`src/hw/rtl/svpd_pkg.sv`:
```
// shared types, widths and coefficients of the space vector pwm duty block
package svpd_pkg;

    // input sample format and the internal q23 word
    localparam int SAMPLE_WIDTH = 16;
    localparam int Q23_W        = 24;
    localparam int Q23_SHIFT    = Q23_W - SAMPLE_WIDTH;

    // widths of intermediate words
    localparam int ACC_W  = 42;   // coefficient products
    localparam int AB_W   = 25;   // alpha, beta and their scaled forms
    localparam int D_W    = 27;   // raw q23 duties before rounding
    localparam int TIME_W = 15;   // q15 duties
    localparam int SUM_W  = 16;   // sum of two q15 duties
    localparam int CMP_W  = 16;   // timer compare values
    localparam int PRD_W  = 16;   // period register
    localparam int MUL_W  = 32;   // period times duty
    localparam int CODE_W = 3;    // sector and switch codes

    // q16 coefficients
    localparam logic signed [17:0] K_TWO_THIRDS    = 18'sd43693;
    localparam logic signed [17:0] K_ONE_THIRD     = 18'sd21843;
    localparam logic signed [17:0] K_CLARKE_BETA   = 18'sd37840;
    localparam logic signed [17:0] K_COS30         = 18'sd56754;
    localparam logic signed [17:0] K_INV_SQRT3     = 18'sd37837;
    localparam logic signed [17:0] K_TWO_INV_SQRT3 = 18'sd75674;

    // rounding offsets, half an lsb rounded toward plus infinity
    localparam logic signed [ACC_W-1:0] HALF_Q16 = ACC_W'(32768);
    localparam logic signed [D_W-1:0]   HALF_Q8  = D_W'(128);

    localparam logic [TIME_W-1:0] TIME_MAX  = 15'd32767;
    localparam logic [SUM_W-1:0]  FULL_DUTY = 16'd32768;
    localparam logic [CMP_W-1:0]  CMP_MAX   = 16'hFFFF;

    localparam logic [PRD_W-1:0] PERIOD_RESET = 16'd14399;

    // sector numbers
    localparam logic [CODE_W-1:0] SECTOR_1 = 3'd1;
    localparam logic [CODE_W-1:0] SECTOR_2 = 3'd2;
    localparam logic [CODE_W-1:0] SECTOR_3 = 3'd3;
    localparam logic [CODE_W-1:0] SECTOR_4 = 3'd4;
    localparam logic [CODE_W-1:0] SECTOR_5 = 3'd5;
    localparam logic [CODE_W-1:0] SECTOR_6 = 3'd6;

    // switch patterns, bits c b a
    localparam logic [CODE_W-1:0] VEC_A  = 3'b001;
    localparam logic [CODE_W-1:0] VEC_B  = 3'b010;
    localparam logic [CODE_W-1:0] VEC_AB = 3'b011;
    localparam logic [CODE_W-1:0] VEC_C  = 3'b100;
    localparam logic [CODE_W-1:0] VEC_AC = 3'b101;
    localparam logic [CODE_W-1:0] VEC_BC = 3'b110;

    typedef struct packed {
        logic signed [SAMPLE_WIDTH-1:0] phase_a_ref;
        logic signed [SAMPLE_WIDTH-1:0] phase_b_ref;
        logic signed [SAMPLE_WIDTH-1:0] phase_c_ref;
    } t_svpd_in;

    typedef struct packed {
        logic [CODE_W-1:0] sector;
        logic [CODE_W-1:0] vector_first;
        logic [CODE_W-1:0] vector_second;
        logic [TIME_W-1:0] time_first;
        logic [TIME_W-1:0] time_second;
        logic [TIME_W-1:0] time_zero;
        logic [CMP_W-1:0]  compare_one;
        logic [CMP_W-1:0]  compare_two;
        logic [CMP_W-1:0]  compare_three;
        logic              overmodulation;
    } t_svpd_out;

    // alpha and beta in q23
    typedef struct packed {
        logic signed [AB_W-1:0] alpha;
        logic signed [AB_W-1:0] beta;
    } t_ab;

    // sector decision and raw duties
    typedef struct packed {
        logic [CODE_W-1:0]     sector;
        logic [CODE_W-1:0]     vec_first;
        logic [CODE_W-1:0]     vec_second;
        logic signed [D_W-1:0] d_first;
        logic signed [D_W-1:0] d_second;
    } t_sect;

    // q15 duties, ready for the timer scaling
    typedef struct packed {
        logic [CODE_W-1:0] sector;
        logic [CODE_W-1:0] vec_first;
        logic [CODE_W-1:0] vec_second;
        logic [TIME_W-1:0] t_first;
        logic [TIME_W-1:0] t_second;
        logic [TIME_W-1:0] t_zero;
        logic [SUM_W-1:0]  zero_first;   // t_zero + t_first
        logic              ovm;
    } t_duty;

endpackage

```
`src/hw/rtl/svpd_clarke.sv`:
```
// clarke transform, two pipeline stages: coefficient products, then rounding
module svpd_clarke (
    input  logic               i_clk,
    input  logic               i_rst_n,
    input  logic               i_valid,
    output logic               o_ready,
    input  svpd_pkg::t_svpd_in i_data,
    output logic               o_valid,
    input  logic               i_ready,
    output svpd_pkg::t_ab      o_data
);
    import svpd_pkg::*;

    logic signed [Q23_W-1:0] q_a;
    logic signed [Q23_W-1:0] q_b;
    logic signed [Q23_W-1:0] q_c;
    logic signed [ACC_W-1:0] n_num_al;
    logic signed [ACC_W-1:0] n_num_be;
    logic signed [ACC_W-1:0] r_num_al;
    logic signed [ACC_W-1:0] r_num_be;
    logic                    r_v1;
    logic                    rdy1;
    t_ab                     n_ab;
    t_ab                     r_ab;
    logic                    r_v2;
    logic                    rdy2;

    // widen to q23
    assign q_a = Q23_W'(i_data.phase_a_ref) <<< Q23_SHIFT;
    assign q_b = Q23_W'(i_data.phase_b_ref) <<< Q23_SHIFT;
    assign q_c = Q23_W'(i_data.phase_c_ref) <<< Q23_SHIFT;

    assign n_num_al = ACC_W'(K_TWO_THIRDS) * ACC_W'(q_a)
                    - ACC_W'(K_ONE_THIRD) * (ACC_W'(q_b) + ACC_W'(q_c));
    assign n_num_be = ACC_W'(K_CLARKE_BETA) * (ACC_W'(q_b) - ACC_W'(q_c));

    assign rdy2    = !r_v2 || i_ready;
    assign rdy1    = !r_v1 || rdy2;
    assign o_ready = rdy1;

    always_ff @(posedge i_clk) begin
        if (!i_rst_n) begin
            r_v1 <= 1'b0;
        end else if (rdy1) begin
            r_v1 <= i_valid;
        end
    end

    always_ff @(posedge i_clk) begin
        if (rdy1 && i_valid) begin
            r_num_al <= n_num_al;
            r_num_be <= n_num_be;
        end
    end

    assign n_ab.alpha = AB_W'((r_num_al + HALF_Q16) >>> 16);
    assign n_ab.beta  = AB_W'((r_num_be + HALF_Q16) >>> 16);

    always_ff @(posedge i_clk) begin
        if (!i_rst_n) begin
            r_v2 <= 1'b0;
        end else if (rdy2) begin
            r_v2 <= r_v1;
        end
    end

    always_ff @(posedge i_clk) begin
        if (rdy2 && r_v1) begin
            r_ab <= n_ab;
        end
    end

    assign o_valid = r_v2;
    assign o_data  = r_ab;

endmodule

```
`src/hw/rtl/svpd_sector.sv`:
```
// sector decision and raw duties, two stages: products, then sign tests and select
module svpd_sector (
    input  logic          i_clk,
    input  logic          i_rst_n,
    input  logic          i_valid,
    output logic          o_ready,
    input  svpd_pkg::t_ab i_data,
    output logic          o_valid,
    input  logic          i_ready,
    output svpd_pkg::t_sect o_data
);
    import svpd_pkg::*;

    // sign patterns {u3 > 0, u2 > 0, beta > 0}
    localparam logic [2:0] PAT_S2 = 3'b001;
    localparam logic [2:0] PAT_S3 = 3'b101;
    localparam logic [2:0] PAT_S4 = 3'b100;
    localparam logic [2:0] PAT_S5 = 3'b110;
    localparam logic [2:0] PAT_S6 = 3'b010;

    logic signed [ACC_W-1:0] r_p_cos;
    logic signed [ACC_W-1:0] r_p_bs;
    logic signed [ACC_W-1:0] r_p_bl;
    logic signed [AB_W-1:0]  r_al;
    logic signed [AB_W-1:0]  r_be;
    logic                    r_v1;
    logic                    rdy1;
    logic signed [ACC_W-1:0] be_sh;
    logic signed [ACC_W-1:0] u2;
    logic signed [ACC_W-1:0] u3;
    logic [2:0]              pat;
    logic signed [D_W-1:0]   al;
    logic signed [D_W-1:0]   bs;
    logic signed [D_W-1:0]   bl;
    t_sect                   n_sect;
    t_sect                   r_sect;
    logic                    r_v2;
    logic                    rdy2;

    assign rdy2    = !r_v2 || i_ready;
    assign rdy1    = !r_v1 || rdy2;
    assign o_ready = rdy1;

    always_ff @(posedge i_clk) begin
        if (!i_rst_n) begin
            r_v1 <= 1'b0;
        end else if (rdy1) begin
            r_v1 <= i_valid;
        end
    end

    always_ff @(posedge i_clk) begin
        if (rdy1 && i_valid) begin
            r_p_cos <= ACC_W'(K_COS30) * ACC_W'(i_data.alpha);
            r_p_bs  <= ACC_W'(K_INV_SQRT3) * ACC_W'(i_data.beta);
            r_p_bl  <= ACC_W'(K_TWO_INV_SQRT3) * ACC_W'(i_data.beta);
            r_al    <= i_data.alpha;
            r_be    <= i_data.beta;
        end
    end

    // beta / 2 scaled to the product's q16 frame
    assign be_sh = ACC_W'(r_be) <<< 15;
    assign u2    = r_p_cos - be_sh;
    assign u3    = -r_p_cos - be_sh;
    assign pat   = {u3 > 0, u2 > 0, r_be > 0};

    assign al = D_W'(r_al);
    assign bs = D_W'((r_p_bs + HALF_Q16) >>> 16);
    assign bl = D_W'((r_p_bl + HALF_Q16) >>> 16);

    always_comb begin
        case (pat)
            PAT_S2: begin
                n_sect = '{SECTOR_2, VEC_B, VEC_BC, -al + bs, al + bs};
            end
            PAT_S3: begin
                n_sect = '{SECTOR_3, VEC_B, VEC_AB, bl, -al - bs};
            end
            PAT_S4: begin
                n_sect = '{SECTOR_4, VEC_A, VEC_AB, -bl, -al + bs};
            end
            PAT_S5: begin
                n_sect = '{SECTOR_5, VEC_A, VEC_AC, -al - bs, al - bs};
            end
            PAT_S6: begin
                n_sect = '{SECTOR_6, VEC_C, VEC_AC, al + bs, -bl};
            end
            default: begin
                // sector 1, also zero vector and the all-positive pattern
                n_sect = '{SECTOR_1, VEC_C, VEC_BC, al - bs, bl};
            end
        endcase
    end

    always_ff @(posedge i_clk) begin
        if (!i_rst_n) begin
            r_v2 <= 1'b0;
        end else if (rdy2) begin
            r_v2 <= r_v1;
        end
    end

    always_ff @(posedge i_clk) begin
        if (rdy2 && r_v1) begin
            r_sect <= n_sect;
        end
    end

    assign o_valid = r_v2;
    assign o_data  = r_sect;

endmodule

```
`src/hw/rtl/svpd_duty.sv`:
```
// q15 duty rounding, clamping and zero time, one stage
module svpd_duty (
    input  logic            i_clk,
    input  logic            i_rst_n,
    input  logic            i_valid,
    output logic            o_ready,
    input  svpd_pkg::t_sect i_data,
    output logic            o_valid,
    input  logic            i_ready,
    output svpd_pkg::t_duty o_data
);
    import svpd_pkg::*;

    function automatic logic [TIME_W-1:0] duty_sat(input logic signed [D_W-1:0] d);
        logic signed [D_W-1:0] r;
        logic [TIME_W-1:0]     t;
        r = (d + HALF_Q8) >>> 8;
        if (r < 0) begin
            t = '0;
        end else if (r > D_W'(TIME_MAX)) begin
            t = TIME_MAX;
        end else begin
            t = TIME_W'(r);
        end
        return t;
    endfunction

    logic [TIME_W-1:0] t1;
    logic [TIME_W-1:0] t2;
    logic [SUM_W-1:0]  sum_t;
    logic              ovm;
    t_duty             n_duty;
    t_duty             r_duty;
    logic              r_v;
    logic              rdy;

    assign t1    = duty_sat(i_data.d_first);
    assign t2    = duty_sat(i_data.d_second);
    assign sum_t = SUM_W'(t1) + SUM_W'(t2);
    assign ovm   = sum_t > FULL_DUTY;

    always_comb begin
        n_duty.sector     = i_data.sector;
        n_duty.vec_first  = i_data.vec_first;
        n_duty.vec_second = i_data.vec_second;
        n_duty.t_first    = t1;
        n_duty.t_second   = t2;
        n_duty.ovm        = ovm;
        if (ovm) begin
            n_duty.t_zero     = '0;
            n_duty.zero_first = SUM_W'(t1);
        end else if (sum_t == '0) begin
            // full zero time saturates one lsb short of 1.0
            n_duty.t_zero     = TIME_MAX;
            n_duty.zero_first = SUM_W'(TIME_MAX);
        end else begin
            n_duty.t_zero     = TIME_W'(FULL_DUTY - sum_t);
            n_duty.zero_first = FULL_DUTY - SUM_W'(t2);
        end
    end

    assign rdy     = !r_v || i_ready;
    assign o_ready = rdy;

    always_ff @(posedge i_clk) begin
        if (!i_rst_n) begin
            r_v <= 1'b0;
        end else if (rdy) begin
            r_v <= i_valid;
        end
    end

    always_ff @(posedge i_clk) begin
        if (rdy && i_valid) begin
            r_duty <= n_duty;
        end
    end

    assign o_valid = r_v;
    assign o_data  = r_duty;

endmodule

```
`src/hw/rtl/svpd_compare.sv`:
```
// timer compare values, two stages: period products, then rounding and saturating sums
module svpd_compare (
    input  logic                       i_clk,
    input  logic                       i_rst_n,
    input  logic [svpd_pkg::PRD_W-1:0] i_period,
    input  logic                       i_valid,
    output logic                       o_ready,
    input  svpd_pkg::t_duty            i_data,
    output logic                       o_valid,
    input  logic                       i_ready,
    output svpd_pkg::t_svpd_out        o_data
);
    import svpd_pkg::*;

    function automatic logic [CMP_W-1:0] sat16(input logic [CMP_W:0] v);
        logic [CMP_W-1:0] s;
        if (v[CMP_W]) begin
            s = CMP_MAX;
        end else begin
            s = v[CMP_W-1:0];
        end
        return s;
    endfunction

    logic [MUL_W-1:0] r_m1;
    logic [MUL_W-1:0] r_m2;
    logic [MUL_W-1:0] r_m3;
    t_duty            r_duty;
    logic             r_v1;
    logic             rdy1;
    logic [CMP_W:0]   rnd1;
    logic [CMP_W:0]   rnd2;
    logic [CMP_W:0]   rnd3;
    logic [CMP_W-1:0] c1;
    logic [CMP_W-1:0] c2;
    logic [CMP_W-1:0] c3;
    t_svpd_out        n_out;
    t_svpd_out        r_out;
    logic             r_v2;
    logic             rdy2;

    assign rdy2    = !r_v2 || i_ready;
    assign rdy1    = !r_v1 || rdy2;
    assign o_ready = rdy1;

    always_ff @(posedge i_clk) begin
        if (!i_rst_n) begin
            r_v1 <= 1'b0;
        end else if (rdy1) begin
            r_v1 <= i_valid;
        end
    end

    always_ff @(posedge i_clk) begin
        if (rdy1 && i_valid) begin
            r_m1   <= MUL_W'(i_period) * MUL_W'(i_data.zero_first);
            r_m2   <= MUL_W'(i_period) * MUL_W'(i_data.t_second);
            r_m3   <= MUL_W'(i_period) * MUL_W'(i_data.t_first);
            r_duty <= i_data;
        end
    end

    // products stay below 2^31, so the rounding adds cannot wrap
    assign rnd1 = (CMP_W + 1)'((r_m1 + MUL_W'(32768)) >> 16);
    assign rnd2 = (CMP_W + 1)'((r_m2 + MUL_W'(16384)) >> 15);
    assign rnd3 = (CMP_W + 1)'((r_m3 + MUL_W'(32768)) >> 16);
    assign c1   = sat16(rnd1);
    assign c2   = sat16({1'b0, c1} + rnd2);
    assign c3   = sat16({1'b0, c2} + rnd3);

    assign n_out = '{
        sector:         r_duty.sector,
        vector_first:   r_duty.vec_first,
        vector_second:  r_duty.vec_second,
        time_first:     r_duty.t_first,
        time_second:    r_duty.t_second,
        time_zero:      r_duty.t_zero,
        compare_one:    c1,
        compare_two:    c2,
        compare_three:  c3,
        overmodulation: r_duty.ovm
    };

    always_ff @(posedge i_clk) begin
        if (!i_rst_n) begin
            r_v2 <= 1'b0;
        end else if (rdy2) begin
            r_v2 <= r_v1;
        end
    end

    always_ff @(posedge i_clk) begin
        if (rdy2 && r_v1) begin
            r_out <= n_out;
        end
    end

    assign o_valid = r_v2;
    assign o_data  = r_out;

endmodule

```
`src/hw/rtl/space_vector_pwm_duty.sv`:
```
// space vector pwm duty calculator, top level
// Takes one triple of Q1.15 phase references per item and returns the sector (1 to 6),
// the two active switch patterns (bits C B A), the Q15 active and zero duties, an
// overmodulation flag and three cumulative timer compare values scaled by the period
// register. The datapath is a seven-stage pipeline: Clarke products, alpha/beta rounding,
// sector products, sign tests and duty select, Q15 rounding and zero time, period
// products, compare rounding and saturation. The last stage is the output register.
// One item is accepted in every cycle as long as results are taken; a stalled output lets
// empty stages fill up before the input stops. compare_period resets to 14399 and is read
// live by the period product stage, so write it only while no item is in flight; the write
// port is always ready. A zero reference gives sector 1 with full zero time
// (clamped to 32767).
module space_vector_pwm_duty (
    input  logic                       i_clk,
    input  logic                       i_rst_n,
    // configuration write, compare_period
    input  logic                       i_cfg_valid,
    output logic                       o_cfg_ready,
    input  logic [svpd_pkg::PRD_W-1:0] i_cfg_data,
    // reference items in
    input  logic                       i_in_valid,
    output logic                       o_in_ready,
    input  svpd_pkg::t_svpd_in         i_in_data,
    // result items out
    output logic                       o_out_valid,
    input  logic                       i_out_ready,
    output svpd_pkg::t_svpd_out        o_out_data
);
    import svpd_pkg::*;

    logic [PRD_W-1:0] r_compare_period;

    // handshakes between the pipeline sections
    logic  ab_valid;
    logic  ab_ready;
    t_ab   ab_data;
    logic  sect_valid;
    logic  sect_ready;
    t_sect sect_data;
    logic  duty_valid;
    logic  duty_ready;
    t_duty duty_data;

    // period register; the write port is always ready
    assign o_cfg_ready = 1'b1;

    always_ff @(posedge i_clk) begin
        if (!i_rst_n) begin
            r_compare_period <= PERIOD_RESET;
        end else if (i_cfg_valid && o_cfg_ready) begin
            r_compare_period <= i_cfg_data;
        end
    end

    // stages one and two: alpha and beta
    svpd_clarke u_clarke (
        .i_clk   (i_clk),
        .i_rst_n (i_rst_n),
        .i_valid (i_in_valid),
        .o_ready (o_in_ready),
        .i_data  (i_in_data),
        .o_valid (ab_valid),
        .i_ready (ab_ready),
        .o_data  (ab_data)
    );

    // stages three and four: sector, switch patterns, raw duties
    svpd_sector u_sector (
        .i_clk   (i_clk),
        .i_rst_n (i_rst_n),
        .i_valid (ab_valid),
        .o_ready (ab_ready),
        .i_data  (ab_data),
        .o_valid (sect_valid),
        .i_ready (sect_ready),
        .o_data  (sect_data)
    );

    // stage five: q15 duties, zero time, overmodulation
    svpd_duty u_duty (
        .i_clk   (i_clk),
        .i_rst_n (i_rst_n),
        .i_valid (sect_valid),
        .o_ready (sect_ready),
        .i_data  (sect_data),
        .o_valid (duty_valid),
        .i_ready (duty_ready),
        .o_data  (duty_data)
    );

    // stages six and seven: compare values, output register
    svpd_compare u_compare (
        .i_clk    (i_clk),
        .i_rst_n  (i_rst_n),
        .i_period (r_compare_period),
        .i_valid  (duty_valid),
        .o_ready  (duty_ready),
        .i_data   (duty_data),
        .o_valid  (o_out_valid),
        .i_ready  (i_out_ready),
        .o_data   (o_out_data)
    );

    // an empty output register means no stage can be holding back the input
    assert property (@(posedge i_clk) disable iff (!i_rst_n)
        !o_out_valid |-> o_in_ready)
        else $error("input stalled while output register is empty");

    // compare values are cumulative and never step back
    assert property (@(posedge i_clk) disable iff (!i_rst_n)
        o_out_valid |-> (o_out_data.compare_two >= o_out_data.compare_one)
                     && (o_out_data.compare_three >= o_out_data.compare_two))
        else $error("compare values out of order");

    // overmodulation leaves no zero time
    assert property (@(posedge i_clk) disable iff (!i_rst_n)
        o_out_valid && o_out_data.overmodulation |-> o_out_data.time_zero == '0)
        else $error("zero time nonzero under overmodulation");

    // without overmodulation duties fill exactly one period, or zero time alone is 32767
    assert property (@(posedge i_clk) disable iff (!i_rst_n)
        o_out_valid && !o_out_data.overmodulation |->
            (17'(o_out_data.time_first) + 17'(o_out_data.time_second)
             + 17'(o_out_data.time_zero) == 17'd32768)
            || (o_out_data.time_zero == TIME_MAX && o_out_data.time_first == '0
                && o_out_data.time_second == '0))
        else $error("duties do not sum to one period");

    // the sector number never leaves 1 to 6
    assert property (@(posedge i_clk) disable iff (!i_rst_n)
        o_out_valid |-> o_out_data.sector != 3'd0 && o_out_data.sector != 3'd7)
        else $error("sector out of range");

endmodule

```
`config.mk`:
```
export PLATFORM = sky130hd
export DESIGN_NAME = space_vector_pwm_duty
export DESIGN_NICKNAME = d
export VERILOG_FILES = /design/src/hw/rtl/svpd_pkg.sv /design/src/hw/rtl/svpd_clarke.sv /design/src/hw/rtl/svpd_sector.sv /design/src/hw/rtl/svpd_duty.sv /design/src/hw/rtl/svpd_compare.sv /design/src/hw/rtl/space_vector_pwm_duty.sv
export SDC_FILE = /design/constraint.sdc
export NUM_CORES = 2
export LEC_CHECK = 0
export BUFFER_PORTS_ARGS = -buffer_cell sky130_fd_sc_hd__buf_2
export CELL_PAD_IN_SITES_DETAIL_PLACEMENT = 1
export CELL_PAD_IN_SITES_GLOBAL_PLACEMENT = 2
export CORE_MARGIN = 1.5
export CORE_UTILIZATION = 47
export CTS_CLUSTER_SIZE = 25
export DETAILED_ROUTE_END_ITERATION = 12
export PLACE_DENSITY = 0.95
export SLEW_MARGIN = 20
export SYNTH_ARGS = -nofsm -noshare
export SYNTH_HDL_FRONTEND = slang
export SYNTH_SLANG_ARGS = --single-unit
```
`constraint.sdc`:
```
create_clock -name i_clk -period 23.6 [get_ports i_clk]
set_input_delay 2.36 -clock i_clk [delete_from_list [all_inputs] [get_ports i_clk]]
set_output_delay 2.36 -clock i_clk [all_outputs]
set_load 0.01 [all_outputs]
```
* After elaboration in Yosys (flattened, before gate mapping)
Index checks and enable logic that the tools add are counted.
W data, S select, Z words.
** Word-level totals
- Bits in registers :: 711
- Input bits :: 69
- Output and inout bits :: 106
- Word-level logic and storage cells :: 130
** Cells by class
- Add/subtract/negate cells :: 26
- Multiply operators :: 9
- Magnitude comparators :: 8
- Equality and inequality tests :: 5
- Mux-type cells :: 8
- Reduce and logical (&&, ||, !) cells :: 23
** Operators by type and width (number)
- $pmux W63 S5 :: 1
- $add A42 B17 Y42 const B :: 2
- $gt A42 B1 Y1 const B :: 2
- $sub A42 B40 Y42 :: 2
- $add A41 B17 Y41 const B :: 2
- $mul A16 B25 Y41 const A :: 2
- $mux W15 :: 5
- $mul A16 B15 Y31 :: 2
- $add A27 B9 Y27 const B :: 2
- $gt A27 B15 Y1 const B :: 2
- $mul A17 B25 Y42 const A :: 1
- $neg A42 Y42 :: 1
- $mul A17 B25 Y41 const A :: 1
- $sub A41 B41 Y41 :: 1
- $lt A19 B1 Y1 const B :: 2
- $mul A13 B25 Y37 const A :: 1
- $mul A17 B16 Y33 const A :: 1
- $add A31 B15 Y32 const B :: 1
- $add A31 B16 Y32 const B :: 1
- $add A32 B16 Y32 const B :: 1
- $mul A16 B16 Y32 :: 1
- $mux W31 :: 1
- $add A25 B26 Y27 :: 1
- $add A27 B26 Y27 :: 1
- 22 further kinds :: 42

* Depth between registers and ports, before layout
- Depth after elaboration :: 9
- Gate-level depth with buffers :: 38
- Depth with buffers taken out :: 38

* Modules after synthesis
From an unflattened synthesis, not the netlist that was laid out.
** Second synthesis, totals
- Cells, all modules :: 10045
- Area, all modules :: 94579.5 sq um
** By module, submodules not included
- svpd_sector :: instances 1, cells an instance 4132, area an instance 36248.5 sq um, seq. area each 5415.2 sq um
- svpd_compare :: instances 1, cells an instance 3386, area an instance 32854.0 sq um, seq. area each 6286.0 sq um
- svpd_clarke :: instances 1, cells an instance 1969, area an instance 19869.1 sq um, seq. area each 3103.0 sq um
- svpd_duty :: instances 1, cells an instance 505, area an instance 5002.3 sq um, seq. area each 2152.1 sq um
- space_vector_pwm_duty :: instances 1, cells an instance 53, area an instance 605.6 sq um, seq. area each 320.3 sq um

* Least setup slack after synthesis
Ideal clock, no wire load.
- Kind :: input port to flip-flop
- Start point :: input i_out_ready
- End point :: register u_sector.r_al[0] (enable)
- Setup time :: 0.768 ns
- Data arrival time :: 11.218 ns
- Required time :: 22.832 ns
- Path slack :: 11.613 ns
- Cell stages on the path :: 4
- Path buffers :: 0
- Path through :: nor2b_1 > and2_1 > and3_1 > a21boi_0
** On the way
- Cells in the longest elaborated chain, start to end :: 6
** RTL lines
- start: declaration :: RTL line space_vector_pwm_duty.sv:26 : input logic i_out_ready,
- $logic_or A1 B1 Y1 :: RTL line svpd_compare.sv:42 : assign rdy2 = !r_v2 || i_ready;
- $logic_or A1 B1 Y1 :: RTL line svpd_compare.sv:43 : assign rdy1 = !r_v1 || rdy2;
- $logic_or A1 B1 Y1 :: RTL line svpd_duty.sv:62 : assign rdy = !r_v || i_ready;
- $logic_or A1 B1 Y1 :: RTL line svpd_sector.sv:40 : assign rdy2 = !r_v2 || i_ready;
- $logic_or A1 B1 Y1 :: RTL line svpd_sector.sv:41 : assign rdy1 = !r_v1 || rdy2;
- $logic_and A1 B1 Y1 :: RTL line svpd_sector.sv:53 : if (rdy1 && i_valid) begin
- end signal: assignment :: RTL line svpd_sector.sv:57 : r_al <= i_data.alpha;
- end: declaration :: RTL line svpd_sector.sv:24 : logic signed [AB_W-1:0] r_al;
No other way between the ends.
A chain may end at the register's enable or synchronous reset.

* Final worst setup path
- Start point :: input i_in_data[33] in the netlist's numbering
- End point :: register u_clarke.r_num_al[39], data pin
** On the way
- Cells in the longest elaborated chain, start to end :: 2
** RTL lines
- start: declaration :: RTL line space_vector_pwm_duty.sv:23 : input svpd_pkg::t_svpd_in i_in_data,
- $mul A17 B16 Y33 :: RTL line svpd_clarke.sv:33 : assign n_num_al = ACC_W'(K_TWO_THIRDS) * ACC_W'(q_a)
- $sub A41 B41 Y41 :: RTL line svpd_clarke.sv:34 : - ACC_W'(K_ONE_THIRD) * (ACC_W'(q_b) + ACC_W'(q_c));
- named net u_clarke.n_num_al[39] :: RTL line svpd_clarke.sv:17 : logic signed [ACC_W-1:0] n_num_al;
- end signal: assignment :: RTL line svpd_clarke.sv:51 : r_num_al <= n_num_al;
- end: declaration :: RTL line svpd_clarke.sv:19 : logic signed [ACC_W-1:0] r_num_al;
The timed path passes the listed nets, and every way through them passes these cells.

==> impl_metrics.py <==
metrics = {
    "route": {
        "drc": 0,
        "drt_iter0_drc": 3003,
        "routed_wl_um": 258000,
        "drt-wirelength-per-cell_um": 22.1,
        "vias": 65271,
        "dr.pass1.iters": 5,
        "via_per_inst": 5.59,
        "antenna_left": 0,
    },
    "critical_path": {
        "path_class": "in -> reg",
        "worstPathArrival_ns": 12.17,
        "crit_buf_inv": 5,
        "critPathCaptureType": "register",
        "cp-endpoint": "u_clarke.r_num_al[39]$_DFFE_PP_",
        "critPathRequiredTime_ns": 24.04,
        "crit_top_cell": "fa_1",
        "worst-path-stages": 36,
        "rrSetupSlack_ns": 15.34,
        "slowest_delay_ns": 0.73,
        "slowest_stage": "fa_1",
        "start_kind": "input port",
        "r2r-end": "u_compare.r_m1[31]$_DFFE_PP_",
        "ff2ff_path_depth": 27,
        "critPathTopFamily": "adder cells",
        "rr_startpoint": "r_compare_period[11]$_SDFFE_PN1P_",
        "setup.worst_path.start": "i_in_data[33]",
        "path_max_fanout": 6,
    },
    "clock_tree": {
        "clk_path_buf_depth": 3,
        "cts_sinks": 569,
        "cts_tree": "yes",
        "clk_pin_slew_worst_paths_ns": 0.06,
        "cts_hold_buf": 0,
        "clk_latency_ns": 0.72,
        "cts_resized": 0,
        "htree_levels": 3,
        "cts_setup_buffers": 0,
        "numCtsBuffers": 69,
        "cts_root_buffer": "clkbuf_16",
    },
    "cells_and_area": {
        "fillers": 20966,
        "layout.nets": 11650,
        "areaGrowthSynthToFinish_pct": 6.85,
        "stdcell_area_um2": 94300,
        "drive_gt1_share_pct": 4.91,
    },
    "timing": {
        "drv_slew": 0,
        "timing.fmax_ghz": 0.0853,
        "totalNegativeSetupSlack_ns": 0,
        "rsz0062_at_grt": "no",
        "max_slew_margin_pct": 24.5,
        "hold_viol_final": 0,
        "fin_skew_ns": 0.0448,
        "setup_viol": 0,
        "fin_crit_ns": 11.73,
        "fin_crit_sh_pct": 49.7,
        "tightest_slew_ns": 1.13,
    },
    "grt": {
        "grt_usage_pct": 27.2,
        "antenna_found_initial": 10,
        "grt_max_degree": 81,
        "grt_pass1_wl_um": 409000,
        "gr-total-overflow": 0,
        "grt_pass1_vias": 74341,
    },
    "placement": {
        "routabilityCongestion": 0.931,
        "port_buffers": 173,
        "dp_hpwl_um": 213000,
        "postPlaceCellArea_um2": 91900,
    },
    "logic_synthesis": {
        "synth_cell_types": 94,
        "ys_top_cells_by_count": "inv_1, ha_1, fa_1",
        "syn_inst": 9089,
        "syn_avg_cell_area_um2": 9.71,
        "synth_edf_count": 546,
        "synth_top_area_share_pct": 26.7,
        "ys_async_sr_fraction_pct": 0,
        "ys_warn_count": 0,
        "syn-num-nets": 11596,
        "synth.most_common_cell": "inv_1",
        "yosys-top-cells-area": "fa_1, edfxtp_1, ha_1",
        "ys_seq_area_share_pct": 19.1,
        "synth_area_leader_cell": "fa_1",
        "ys_ff_latch": 569,
        "syn-cell-area_um2": 88300,
        "ys.flop_type": "edfxtp_1",
    },
    "status": {
        "outcome": "complete, no violations",
    },
    "die": {
        "die_x_um": 436,
        "dieHeight_um": 436,
        "core_area_um2": 186000,
        "io_pins": 175,
        "die_area_um2": 190000,
        "row_count": 158,
        "initial_utilization_pct": 47.5,
    },
    "min_path": {
        "hold_path.class": "reg -> reg",
    },
    "flow_run": {
        "drv_cap": 0,
    },
}
## metrics by stage
| step | worst slack [ns] | hold slack, ns | utilization (%) | instances |
|---|---|---|---|---|
| floorplan | 11.61 | 0.400 | - | 9089 |
| global placement | 11.21 | 0.401 | 49.4 | 11552 |
| detailed placement | 11.10 | 0.406 | 49.4 | 11552 |
| CTS | 11.84 | 0.403 | 50.7 | 11679 |
| global route | 11.23 | 0.408 | 50.7 | 11680 |
| finish | 11.87 | 0.410 | 50.7 | 11681 |
## how the worst min path moves through the flow
stage | startpoint | end | slack, ns | cells after the start
after floorplan | u_duty.o_data[0]$_DFFE_PP_ | u_compare.n_out[0]$_DFFE_PP_ | 0.40 | 0
after global placement | u_compare.n_out[82]$_DFFE_PP_ | u_compare.o_data[82]$_DFFE_PP_ | 0.40 | 0
after detailed placement | u_compare.n_out[71]$_DFFE_PP_ | u_compare.o_data[71]$_DFFE_PP_ | 0.41 | 0
after CTS | u_compare.n_out[76]$_DFFE_PP_ | u_compare.o_data[76]$_DFFE_PP_ | 0.40 | 0
after global routing | u_compare.n_out[76]$_DFFE_PP_ | u_compare.o_data[76]$_DFFE_PP_ | 0.41 | 0
final | u_compare.n_out[76]$_DFFE_PP_ | u_compare.o_data[76]$_DFFE_PP_ | 0.41 | 0
## per-layer routing
metal | part of all wire (%) | global-route usage (%) | vias up
met2 | 52 | 50.5 | 1451
li1 | - | - | 29686
met5 | 0.014 | 0 | -
met1 | 40 | 31.9 | 33628
met4 | 4.4 | 11.1 | 6
met3 | 3.7 | 2.56 | 500
## placed cells by master (no fill, tap or decap), types with 59 or more instances in the layout
master and n:
ha_1 1259, a21o_1 90, buf_2 173, o21bai_1 60, nor2b_1 73, nand4_1 61, o21a_1 59, nand2_1 756
nor2_1 389, xnor2_1 408, xor2_1 176, nand2b_1 64, inv_1 1797, nor3_1 132, mux2i_1 69, o21ai_0 198
and3_1 69, clkbuf_16 69, and2_1 331, fa_1 1179, nand3_1 138, a21oi_1 365, edfxtp_1 546
## cells by family (layout without fill, tap and decap cells)
| group | after synthesis | after routing | synth area share (%) |
|---|---|---|---|
| buffers and inverters | 2042 | 2152 | 8.72 |
| AOI/OAI and AO/OA | 1178 | 1178 | 8.76 |
| other | 1 | 3 | 0.00425 |
| muxes | 85 | 85 | 0.986 |
| and+or+nand+nor | 2192 | 2192 | 12.1 |
| DFF | 569 | 569 | 19.1 |
| adders and majority gates | 2438 | 2438 | 44.6 |
| xor gates and xnor gates | 584 | 584 | 5.79 |
## cell type report
cell class	instances	area [um2]	share of cell area (%)
timing repair buffer	226	1260	1.34
clock buffer	72	1740	1.84
multi-input combinational	6478	63900	67.7
clock inverter	55	749	0.794
sequential	569	16900	17.9
inverter	1799	6750	7.16
tap	2480	3100	3.29
antenna	2	5.00	0.00530
## state kept, by name (all words and copies together) (netlist names), 17 cells and up
name and cells:
u_sector.o_data 49, u_duty.o_data 71, u_sector.r_p_cos 38, u_compare.r_m2 17
u_compare.n_out 55, u_clarke.r_num_be 26, u_clarke.o_data 50, u_sector.r_be 25
u_clarke.r_num_al 26, u_sector.r_al 25, u_compare.o_data 103, u_sector.r_p_bs 28
u_compare.r_m1 17
Power is left out: the tool's default activity adds up to more than one toggle a clock period on the data nets, which glitch-free logic cannot reach.
